File: config.mk
export PLATFORM = sky130hd
export DESIGN_NAME = spectral_peak_picker_flat
export DESIGN_NICKNAME = d
export VERILOG_FILES = /design/src/spp_pkg.sv /design/src/spp_if.sv /design/src/spectral_peak_picker.sv /design/src/spp_peak_cmp.sv /design/src/flat_wrapper.sv
export SDC_FILE = /design/constraint.sdc
export NUM_CORES = 1
export LEC_CHECK = 0
export ABC_AREA = 1
export ABC_CLOCK_PERIOD_IN_PS = 30500
export BUFFER_PORTS_ARGS = -buffer_cell sky130_fd_sc_hd__buf_2
export CORE_ASPECT_RATIO = 1.25
export CORE_MARGIN = 3
export CORE_UTILIZATION = 55
export CTS_BUF_LIST = sky130_fd_sc_hd__clkbuf_16
export CTS_CLUSTER_SIZE = 24
export DETAILED_ROUTE_END_ITERATION = 12
export PLACE_DENSITY = 0.78
export SKIP_CTS_REPAIR_TIMING = 1
export SLEW_MARGIN = 5
export SYNTH_ARGS = -nofsm -noshare
export SYNTH_HDL_FRONTEND = slang
export SYNTH_SLANG_ARGS = --single-unit
File: constraint.sdc
create_clock -name clk -period 30.5 [get_ports clk]
set_input_delay 9.15 -clock clk [delete_from_list [all_inputs] [get_ports clk]]
set_output_delay 9.15 -clock clk [all_outputs]
set_load 0.02 [all_outputs]
File: src/spp_pkg.sv
// Shared types and constants for the spectral peak picker.
`timescale 1ns / 1ps

package spp_pkg;

  localparam int MAG_W  = 24;
  localparam int IDX_W  = 12;
  localparam int PCNT_W = 13;
  localparam int CFG_W  = 4;

  typedef logic [MAG_W-1:0]  mag_t;
  typedef logic [IDX_W-1:0]  idx_t;
  typedef logic [PCNT_W-1:0] pcnt_t;
  typedef logic [CFG_W-1:0]  span_cfg_t;

  localparam span_cfg_t SPAN_RST  = 4'd2;
  localparam pcnt_t     COUNT_MAX = {PCNT_W{1'b1}};

  // result kinds
  localparam logic KIND_PEAK = 1'b0;
  localparam logic KIND_END  = 1'b1;

endpackage

File: src/spp_if.sv
// Stream and configuration channel interfaces of the spectral peak picker.
`timescale 1ns / 1ps

interface spp_in_if import spp_pkg::*; ();
  logic valid;
  logic ready;
  mag_t magnitude;
  logic last;

  modport source (output valid, magnitude, last, input ready);
  modport sink   (input valid, magnitude, last, output ready);
endinterface

interface spp_out_if import spp_pkg::*; ();
  logic  valid;
  logic  ready;
  logic  kind;
  idx_t  peak_index;
  pcnt_t peak_count;
  logic  last_res;

  modport source (output valid, kind, peak_index, peak_count, last_res, input ready);
  modport sink   (input valid, kind, peak_index, peak_count, last_res, output ready);
endinterface

interface spp_cfg_if import spp_pkg::*; ();
  logic      valid;
  logic      ready;
  span_cfg_t data;

  modport source (output valid, data, input ready);
  modport sink   (input valid, data, output ready);
endinterface

File: src/spectral_peak_picker.sv
// Spectral peak picker top level: bin line, frame control and result register.
`timescale 1ns / 1ps

// Takes one magnitude bin per cycle unless in_ready is low, and reports a
// bin as a peak once span later bins have arrived. The span is sampled
// when a frame's first bin is taken and
// is clipped to MAX_SPAN. Input words stream back to back; the output is a
// single register, so in_ready falls when a decision is waiting on a
// stalled output. A word marked last also holds off input: the bin line is
// stepped once per cycle, while the output does not stall, to decide the
// remaining span bins, then the end-of-frame word with the peak count is sent.
// Bins beyond MAX_BINS are ignored, though a last flag on them still ends
// the frame. Configuration writes are always accepted.
module spectral_peak_picker import spp_pkg::*; #(
  parameter int MAX_BINS = 4096,
  parameter int MAX_SPAN = 8
) (
  input  logic          clk,
  input  logic          rst_n,
  spp_in_if.sink        in_bus,
  spp_out_if.source     out_bus,
  spp_cfg_if.sink       cfg_bus
);

  localparam int LINE_DEPTH = 2 * MAX_SPAN + 1;
  localparam int SPAN_W     = $clog2(MAX_SPAN + 1);
  localparam int POS_W      = $clog2(MAX_BINS + MAX_SPAN + 1);

  localparam logic [1:0] ST_RUN   = 2'd0;
  localparam logic [1:0] ST_FLUSH = 2'd1;
  localparam logic [1:0] ST_MARK  = 2'd2;

  logic [1:0]                        st_r, st_nxt;
  span_cfg_t                         cfg_span_r;
  logic [SPAN_W-1:0]                 span_r, span_nxt, span_sat;
  logic [SPAN_W-1:0]                 flush_left_r, flush_left_nxt;
  logic [POS_W-1:0]                  pos_cnt_r, pos_cnt_nxt;
  logic [POS_W-1:0]                  ctr_idx;
  pcnt_t                             peaks_r, peaks_nxt;
  logic [LINE_DEPTH-1:0][MAG_W-1:0]  line_r, line_nxt;
  logic [LINE_DEPTH-1:0]             vld_r, vld_nxt;
  logic                              dec_pend_r, dec_pend_nxt;

  logic                              out_valid_r, out_valid_nxt;
  logic                              out_kind_r, out_kind_nxt;
  idx_t                              out_idx_r, out_idx_nxt;
  pcnt_t                             out_cnt_r, out_cnt_nxt;
  logic                              out_last_r, out_last_nxt;

  logic out_free, dec_done, dec_emit, mark_emit, in_fire, is_peak;

  spp_peak_cmp #(.MAX_SPAN(MAX_SPAN)) u_cmp (
    .line    (line_r),
    .vld     (vld_r),
    .span    (span_r),
    .is_peak (is_peak)
  );

  assign cfg_bus.ready = 1'b1;

  assign out_free  = !out_valid_r || out_bus.ready;
  assign dec_done  = !dec_pend_r || out_free;
  assign dec_emit  = dec_pend_r && out_free && is_peak;
  assign mark_emit = (st_r == ST_MARK) && out_free;
  assign in_bus.ready = (st_r == ST_RUN) && dec_done;
  assign in_fire   = in_bus.valid && in_bus.ready;
  assign span_sat  = (int'(cfg_span_r) > MAX_SPAN) ? SPAN_W'(MAX_SPAN) : SPAN_W'(cfg_span_r);
  assign ctr_idx   = pos_cnt_r - POS_W'(span_r) - POS_W'(1);

  always_comb begin
    st_nxt         = st_r;
    span_nxt       = span_r;
    flush_left_nxt = flush_left_r;
    pos_cnt_nxt    = pos_cnt_r;
    line_nxt       = line_r;
    vld_nxt        = vld_r;
    dec_pend_nxt   = dec_pend_r && !out_free;
    peaks_nxt      = peaks_r;
    if (dec_emit && (peaks_r != COUNT_MAX)) begin
      peaks_nxt = peaks_r + pcnt_t'(1);
    end

    unique case (st_r)
      ST_RUN: begin
        if (in_fire) begin
          if (pos_cnt_r < POS_W'(MAX_BINS)) begin
            if (pos_cnt_r == '0) begin
              span_nxt = span_sat;
            end
            line_nxt     = {line_r[LINE_DEPTH-2:0], in_bus.magnitude};
            vld_nxt      = {vld_r[LINE_DEPTH-2:0], 1'b1};
            pos_cnt_nxt  = pos_cnt_r + POS_W'(1);
            dec_pend_nxt = 1'b1;
          end
          if (in_bus.last) begin
            st_nxt         = ST_FLUSH;
            flush_left_nxt = span_nxt;
          end
        end
      end
      ST_FLUSH: begin
        // step past the frame end, one remaining bin per cycle unless the output stalls
        if (dec_done) begin
          if (flush_left_r != '0) begin
            line_nxt       = {line_r[LINE_DEPTH-2:0], {MAG_W{1'b0}}};
            vld_nxt        = {vld_r[LINE_DEPTH-2:0], 1'b0};
            pos_cnt_nxt    = pos_cnt_r + POS_W'(1);
            flush_left_nxt = flush_left_r - SPAN_W'(1);
            dec_pend_nxt   = 1'b1;
          end else begin
            st_nxt = ST_MARK;
          end
        end
      end
      ST_MARK: begin
        if (out_free) begin
          vld_nxt     = '0;
          pos_cnt_nxt = '0;
          peaks_nxt   = '0;
          st_nxt      = ST_RUN;
        end
      end
      default: begin
        st_nxt = ST_RUN;
      end
    endcase
  end

  always_comb begin
    out_valid_nxt = out_valid_r && !out_bus.ready;
    out_kind_nxt  = out_kind_r;
    out_idx_nxt   = out_idx_r;
    out_cnt_nxt   = out_cnt_r;
    out_last_nxt  = out_last_r;
    if (dec_emit) begin
      out_valid_nxt = 1'b1;
      out_kind_nxt  = KIND_PEAK;
      out_idx_nxt   = IDX_W'(ctr_idx);
      out_cnt_nxt   = '0;
      out_last_nxt  = 1'b0;
    end else if (mark_emit) begin
      out_valid_nxt = 1'b1;
      out_kind_nxt  = KIND_END;
      out_idx_nxt   = '0;
      out_cnt_nxt   = peaks_r;
      out_last_nxt  = 1'b1;
    end
  end

  always_ff @(posedge clk) begin
    if (!rst_n) begin
      st_r         <= ST_RUN;
      cfg_span_r   <= SPAN_RST;
      span_r       <= '0;
      flush_left_r <= '0;
      pos_cnt_r    <= '0;
      peaks_r      <= '0;
      vld_r        <= '0;
      dec_pend_r   <= 1'b0;
      out_valid_r  <= 1'b0;
    end else begin
      st_r         <= st_nxt;
      if (cfg_bus.valid && cfg_bus.ready) begin
        cfg_span_r <= cfg_bus.data;
      end
      span_r       <= span_nxt;
      flush_left_r <= flush_left_nxt;
      pos_cnt_r    <= pos_cnt_nxt;
      peaks_r      <= peaks_nxt;
      vld_r        <= vld_nxt;
      dec_pend_r   <= dec_pend_nxt;
      out_valid_r  <= out_valid_nxt;
    end
  end

  always_ff @(posedge clk) begin
    line_r     <= line_nxt;
    out_kind_r <= out_kind_nxt;
    out_idx_r  <= out_idx_nxt;
    out_cnt_r  <= out_cnt_nxt;
    out_last_r <= out_last_nxt;
  end

  assign out_bus.valid      = out_valid_r;
  assign out_bus.kind       = out_kind_r;
  assign out_bus.peak_index = out_idx_r;
  assign out_bus.peak_count = out_cnt_r;
  assign out_bus.last_res   = out_last_r;

  // end word is only sent after every decision of the frame has drained
  a_mark_no_pend: assert property (@(posedge clk) disable iff (!rst_n)
    (st_r == ST_MARK) |-> !dec_pend_r)
    else $error("decision pending while sending end word");

  // a taken end word leaves the frame counters cleared
  a_mark_clears: assert property (@(posedge clk) disable iff (!rst_n)
    mark_emit |=> (st_r == ST_RUN) && (pos_cnt_r == '0) && (peaks_r == '0) && (vld_r == '0))
    else $error("frame state not cleared after end word");

  a_flush_bound: assert property (@(posedge clk) disable iff (!rst_n)
    (st_r == ST_FLUSH) |-> (flush_left_r <= span_r))
    else $error("flush step count above span");

  a_pos_bound: assert property (@(posedge clk) disable iff (!rst_n)
    pos_cnt_r <= POS_W'(MAX_BINS + MAX_SPAN))
    else $error("bin position counter out of range");

  // a peak word always comes from a bin that lies inside the frame
  a_peak_in_frame: assert property (@(posedge clk) disable iff (!rst_n)
    dec_emit |-> (pos_cnt_r > POS_W'(span_r)))
    else $error("peak reported for a bin before frame start");

endmodule

File: src/spp_peak_cmp.sv
// Window compare: decides whether the center tap of the bin line is a peak.
`timescale 1ns / 1ps

module spp_peak_cmp import spp_pkg::*; #(
  parameter int MAX_SPAN = 8
) (
  input  logic [2*MAX_SPAN:0][MAG_W-1:0] line,
  input  logic [2*MAX_SPAN:0]            vld,
  input  logic [$clog2(MAX_SPAN+1)-1:0]  span,
  output logic                           is_peak
);

  localparam int LINE_DEPTH = 2 * MAX_SPAN + 1;
  localparam int LD_W       = $clog2(LINE_DEPTH);

  logic [LD_W-1:0]       ctr;
  logic [LD_W-1:0]       far;
  mag_t                  cand;
  logic [LINE_DEPTH-1:0] lose;

  // taps below the center are later bins (cand must be >=), taps above are
  // earlier bins (cand must be strictly >); invalid taps are outside the frame
  always_comb begin
    ctr  = LD_W'(span);
    far  = LD_W'({span, 1'b0});
    cand = line[ctr];
    for (int p = 0; p < LINE_DEPTH; p++) begin
      if (LD_W'(p) < ctr) begin
        lose[p] = vld[p] && (line[p] > cand);
      end else if ((LD_W'(p) > ctr) && (LD_W'(p) <= far)) begin
        lose[p] = vld[p] && (line[p] >= cand);
      end else begin
        lose[p] = 1'b0;
      end
    end
    is_peak = vld[ctr] && !(|lose);
  end

endmodule

File: src/flat_wrapper.sv
// flat-port wrapper written by rule: the top's interface ports become plain ports
module spectral_peak_picker_flat import spp_pkg::*;
#(
  parameter int MAX_BINS = 4096,
  parameter int MAX_SPAN = 8
)
  (clk, rst_n, in_bus_valid, in_bus_magnitude, in_bus_last, in_bus_ready, out_bus_valid, out_bus_kind, out_bus_peak_index, out_bus_peak_count, out_bus_last_res, out_bus_ready, cfg_bus_valid, cfg_bus_data, cfg_bus_ready);
  spp_in_if in_bus_i ();
  spp_out_if out_bus_i ();
  spp_cfg_if cfg_bus_i ();
  input  logic clk;
  input  logic rst_n;
  input wire logic [$bits(in_bus_i.valid)-1:0] in_bus_valid;
  input wire logic [$bits(in_bus_i.magnitude)-1:0] in_bus_magnitude;
  input wire logic [$bits(in_bus_i.last)-1:0] in_bus_last;
  output wire logic [$bits(in_bus_i.ready)-1:0] in_bus_ready;
  output wire logic [$bits(out_bus_i.valid)-1:0] out_bus_valid;
  output wire logic [$bits(out_bus_i.kind)-1:0] out_bus_kind;
  output wire logic [$bits(out_bus_i.peak_index)-1:0] out_bus_peak_index;
  output wire logic [$bits(out_bus_i.peak_count)-1:0] out_bus_peak_count;
  output wire logic [$bits(out_bus_i.last_res)-1:0] out_bus_last_res;
  input wire logic [$bits(out_bus_i.ready)-1:0] out_bus_ready;
  input wire logic [$bits(cfg_bus_i.valid)-1:0] cfg_bus_valid;
  input wire logic [$bits(cfg_bus_i.data)-1:0] cfg_bus_data;
  output wire logic [$bits(cfg_bus_i.ready)-1:0] cfg_bus_ready;
  assign in_bus_i.valid = in_bus_valid;
  assign in_bus_i.magnitude = in_bus_magnitude;
  assign in_bus_i.last = in_bus_last;
  assign in_bus_ready = in_bus_i.ready;
  assign out_bus_valid = out_bus_i.valid;
  assign out_bus_kind = out_bus_i.kind;
  assign out_bus_peak_index = out_bus_i.peak_index;
  assign out_bus_peak_count = out_bus_i.peak_count;
  assign out_bus_last_res = out_bus_i.last_res;
  assign out_bus_i.ready = out_bus_ready;
  assign cfg_bus_i.valid = cfg_bus_valid;
  assign cfg_bus_i.data = cfg_bus_data;
  assign cfg_bus_ready = cfg_bus_i.ready;
  spectral_peak_picker #(.MAX_BINS(MAX_BINS), .MAX_SPAN(MAX_SPAN)) u_core (.clk(clk), .rst_n(rst_n), .in_bus(in_bus_i), .out_bus(out_bus_i), .cfg_bus(cfg_bus_i));
endmodule
==> run summary <==
The run finished with clean final reports. The most common cell in the synthesized netlist is sky130_fd_sc_hd__nand2_1. The remaining global-route overflow is 0. The largest family of logic cells by synthesized area is adder cells. Between clock sinks in the finished design, the worst skew comes to around 25 ps. The worst hold path begins at u_core.line_r[192]$_DFFE_PP_. Counting along the longest clock path gives a buffer depth of 3. The chip width is about 210 µm.

After detailed routing, the number of remaining DRC violations is 0. Among all stages on the critical path, the largest delay is contributed by sky130_fd_sc_hd__nor2_1. The H-tree generated during clock tree synthesis spans 2 levels.

The minimum period implied by the final worst setup slack is approximately 19000 ps. The clock-pin slew of the registers on the worst-case setup and hold paths is around 60 ps. The final count of negative-setup-slack endpoints is 0.

For this run, the post-layout net count is around 3600. The fraction of synthesized cell area taken by the top area cell type is between 40% and 50%. The mean instance size in the synthesized netlist came out at between 9 and 10 µm². Ranked by instance count, the synthesized netlist is headed by sky130_fd_sc_hd__nand2_1, sky130_fd_sc_hd__ha_1, sky130_fd_sc_hd__edfxtp_1. The clock sink total is 493. The gate count after technology mapping is between 3000 and 4000. The clock reaches the later pin of the worst-skew pair after a little over 600 ps.

Counting distinct cell types in the post-synthesis netlist gives 54. The worst setup path is launched from a primary input. For this configuration, the core starts out at a cell density of roughly 56%. The number of enable flip-flop cells after synthesis is 420.

The critical path is of the in -> out type. Yosys attributes the largest share of cell area to sky130_fd_sc_hd__edfxtp_1, sky130_fd_sc_hd__ha_1, sky130_fd_sc_hd__nand2_1. The number of CTS-inserted buffers is 50.

Of the cells placed in the final design, the portion with a size suffix greater than 1 is under 10%. The synthesized design spends more area on one cell type than any other, namely sky130_fd_sc_hd__edfxtp_1. The area growth from synthesis to layout came out at 8.227%. The critical-path maximum fanout is 5. The fraction of registers with async set/reset is 0%. The number of antenna violations at the first check in global routing is 0. The parity-gate share of the synthesized area counting xor and xnor cells is less than 1%.

The total area of sequential cells came out at ~14000 µm². The startpoint identified for the worst register-to-register timing path is u_core.span_r[0]$_SDFFE_PN0P_. The delay of the slowest critical-path stage came out at about 250 ps.

The worst register-to-register path ends at u_core.out_bus.peak_index[6]$_SDFFCE_PN0P_. The area enclosed by the die boundary is about 57000 µm². The critical path contains buffers and inverters numbering 3 combined. In this run the tightest slew margin relative to its limit is around a fifth.

The CTS tree is yes. The worst hold path terminates at u_core.line_r[216]$_DFFE_PP_. The multi-input combinational cells in the finished layout cover a total of around 14000 µm². The routability congestion estimate is roughly 0.96. The actual transition at the worst max-transition pin came out at about 1200 ps. The global router's overall resource usage came out at approximately 28%. The number of fill cells came out at 4273. After Yosys synthesis, and, or, nand and nor cells account for 15.85% of the synthesized area.

Summing the sequential cell areas from Yosys gives about 48% of the chip area. The number of rows in the core area is 94. In this run the standard cell core region covers 52930 µm².

The mean number of vias per cell came out at approximately 6.1. The number of global-route vias before repair is roughly 24000. The repair_antennas step left the layout with diodes totalling 0.

CTS placed an instance of sky130_fd_sc_hd__clkbuf_16 at the clock tree root. The number of buffers added on ports is 62. The detailed-router iteration count before antenna repair is 6.

The worst reg2reg path depth is 22. The remaining number of nets flagged by the antenna check after routing is 0. Entering global routing, the biggest net connects 169 pins. The number of vias in the routed layout came out at ~24000. The first-pass GRT wire length is between 100000 and 150000 µm.

Walking the worst path, the cells encountered are buf_2, nor2_1, nand2_1, nand2_1, inv_1, buf_2. The period utilization came out at a little over three fifths. The post-synthesis sequential element count is 493. The post-synth net total is about 3500. The timing-limited maximum frequency came out at 52.30 MHz. The arrival time reported for the critical path endpoint is 9970 ps. The synthesized cell area is 29590 µm². STA classifies the critical path endpoint as a primary output. Setup repair after global routing left no endpoint under its margin. The area fraction in compound gates after synthesis is 13.61%. During synthesis, Yosys emitted a total of 0 warnings. The final number of max-transition violations is 0.

The final setup TNS is 0 ps. Among all flip-flop cells after synthesis, the most frequent one is sky130_fd_sc_hd__edfxtp_1. The tightest min-delay check is of the reg -> reg type.

In the final routed layout, each cell accounts on average for between 20 and 25 µm. The DRC marker count from the first detailed-route iteration is 2250. The height of the die is 265.3 µm. The minimum setup slack among reg-to-reg paths came out at 22610 ps.

The endpoint required time on the critical path came out at 21350 ps. The I/O pin count came out at 64. The number of failing hold endpoints at the final stage is 0. Multiplexer cells account for 0% of the synthesized area. Wires add up to 79070 µm.

Across the run, the number of max-cap violations was 0. The cell class contributing the biggest share of worst-path delay is simple AND/OR/NAND/NOR gates. Counting instances, the worst hold path has a depth of 0. The share of synthesized cell area in full adder, half adder and majority cells came out at between 15 and 20%. The detailed placer's ending HPWL came out at between 50000 and 60000 µm.
## placed cells by master (no fill, tap or decap), types with 7 or more instances in the layout
cell / netlist / final
sky130_fd_sc_hd__a221oi_1: 72 / 72
sky130_fd_sc_hd__buf_4: 6 / 17
sky130_fd_sc_hd__o21ai_1: 5 / 7
sky130_fd_sc_hd__edfxtp_1: 420 / 420
sky130_fd_sc_hd__o21a_1: 40 / 40
sky130_fd_sc_hd__inv_2: 6 / 11
sky130_fd_sc_hd__o21ai_0: 152 / 150
sky130_fd_sc_hd__nand2_1: 700 / 700
sky130_fd_sc_hd__a21o_1: 15 / 15
sky130_fd_sc_hd__a22oi_1: 46 / 46
sky130_fd_sc_hd__clkinv_1: 3 / 13
sky130_fd_sc_hd__nor3_1: 29 / 29
sky130_fd_sc_hd__nand3_1: 63 / 63
sky130_fd_sc_hd__nor2_1: 269 / 266
sky130_fd_sc_hd__clkbuf_16: 0 / 52
sky130_fd_sc_hd__inv_1: 270 / 286
sky130_fd_sc_hd__a22o_1: 48 / 48
sky130_fd_sc_hd__ha_1: 421 / 421
sky130_fd_sc_hd__o21bai_1: 8 / 8
sky130_fd_sc_hd__nor2_2: 11 / 12
sky130_fd_sc_hd__a21oi_1: 211 / 211
sky130_fd_sc_hd__o211ai_1: 18 / 18
sky130_fd_sc_hd__dfxtp_1: 73 / 72
sky130_fd_sc_hd__buf_2: 6 / 62
sky130_fd_sc_hd__nand4_1: 54 / 54
## worst max-delay path by stage
stage | slack, ps | to | from | depth (start not counted)
floorplan | 2630 | u_core.line_r[0]$_SDFFCE_PP0P_ | out_bus_ready | 6
global placement | 11370 | in_bus_ready | out_bus_ready | 6
detailed placement | 11370 | in_bus_ready | out_bus_ready | 6
CTS | 11380 | in_bus_ready | out_bus_ready | 6
global route | 11280 | in_bus_ready | out_bus_ready | 6
finish | 11380 | in_bus_ready | out_bus_ready | 6
## final cells by class
cell class | instances | area share (%)
Multi-Input combinational cell | 2217 | 44.02
Sequential cell | 493 | 43.94
Clock buffer | 52 | 4.063
Inverter | 279 | 3.270
Tap cell | 672 | 2.625
Timing Repair Buffer | 80 | 1.430
Clock inverter | 39 | 0.6485
## per-stage QoR
step           instance area [µm²]  setup WS (ps)  cells  utilization (%)  hold WS, ps
6_report                     32030          11380   3832            60.52        451.6
5_1_grt                      32030          11280   3832            60.52        455.3
4_1_cts                      32030          11380   3832            60.52        450.4
3_5_place_dp                 30520          11370   3741            57.67        435.6
3_3_place_gp                 30520          11370   3741            57.67        431.5
2_1_floorplan                29590           2631   3077                -        426.4
## cells by family (layout without fill, tap and decap cells)
logic type / Yosys count / in the layout
AO/OA/AOI/OAI: 639 / 639
AND/OR/NAND/NOR: 1147 / 1147
other: 1 / 1
XOR/XNOR: 8 / 8
adder cells (fa/ha/maj): 422 / 422
flip-flops: 493 / 493
buffers and inverters: 367 / 450
## routing by layer
metal  GRT usage (%)  vias to the layer above  routed length (µm)
met5               0                        -                   0
met4           16.17                        0                5140
met3           3.952                      296                5582
met2           48.31                     1052               39210
met1           32.49                    11160               29140
li1                -                    11050                   -
## registers in the layout (all words and copies together) (netlist names)
name                       cells
u_core.out_bus.kind            1
u_core.dec_pend_r              1
u_core.out_bus.peak_index     12
u_core.pos_cnt_r              13
u_core.out_bus.valid           1
u_core.flush_left_r            4
u_core.cfg_span_r              4
u_core.line_r                408
u_core.vld_r                  17
u_core.peaks_r                13
u_core.st_r                    2
u_core.out_bus.peak_count     13
u_core.span_r                  4
Power is not shown: default switching activity piles up to over one toggle a cycle in this logic, so the estimate is an artifact.
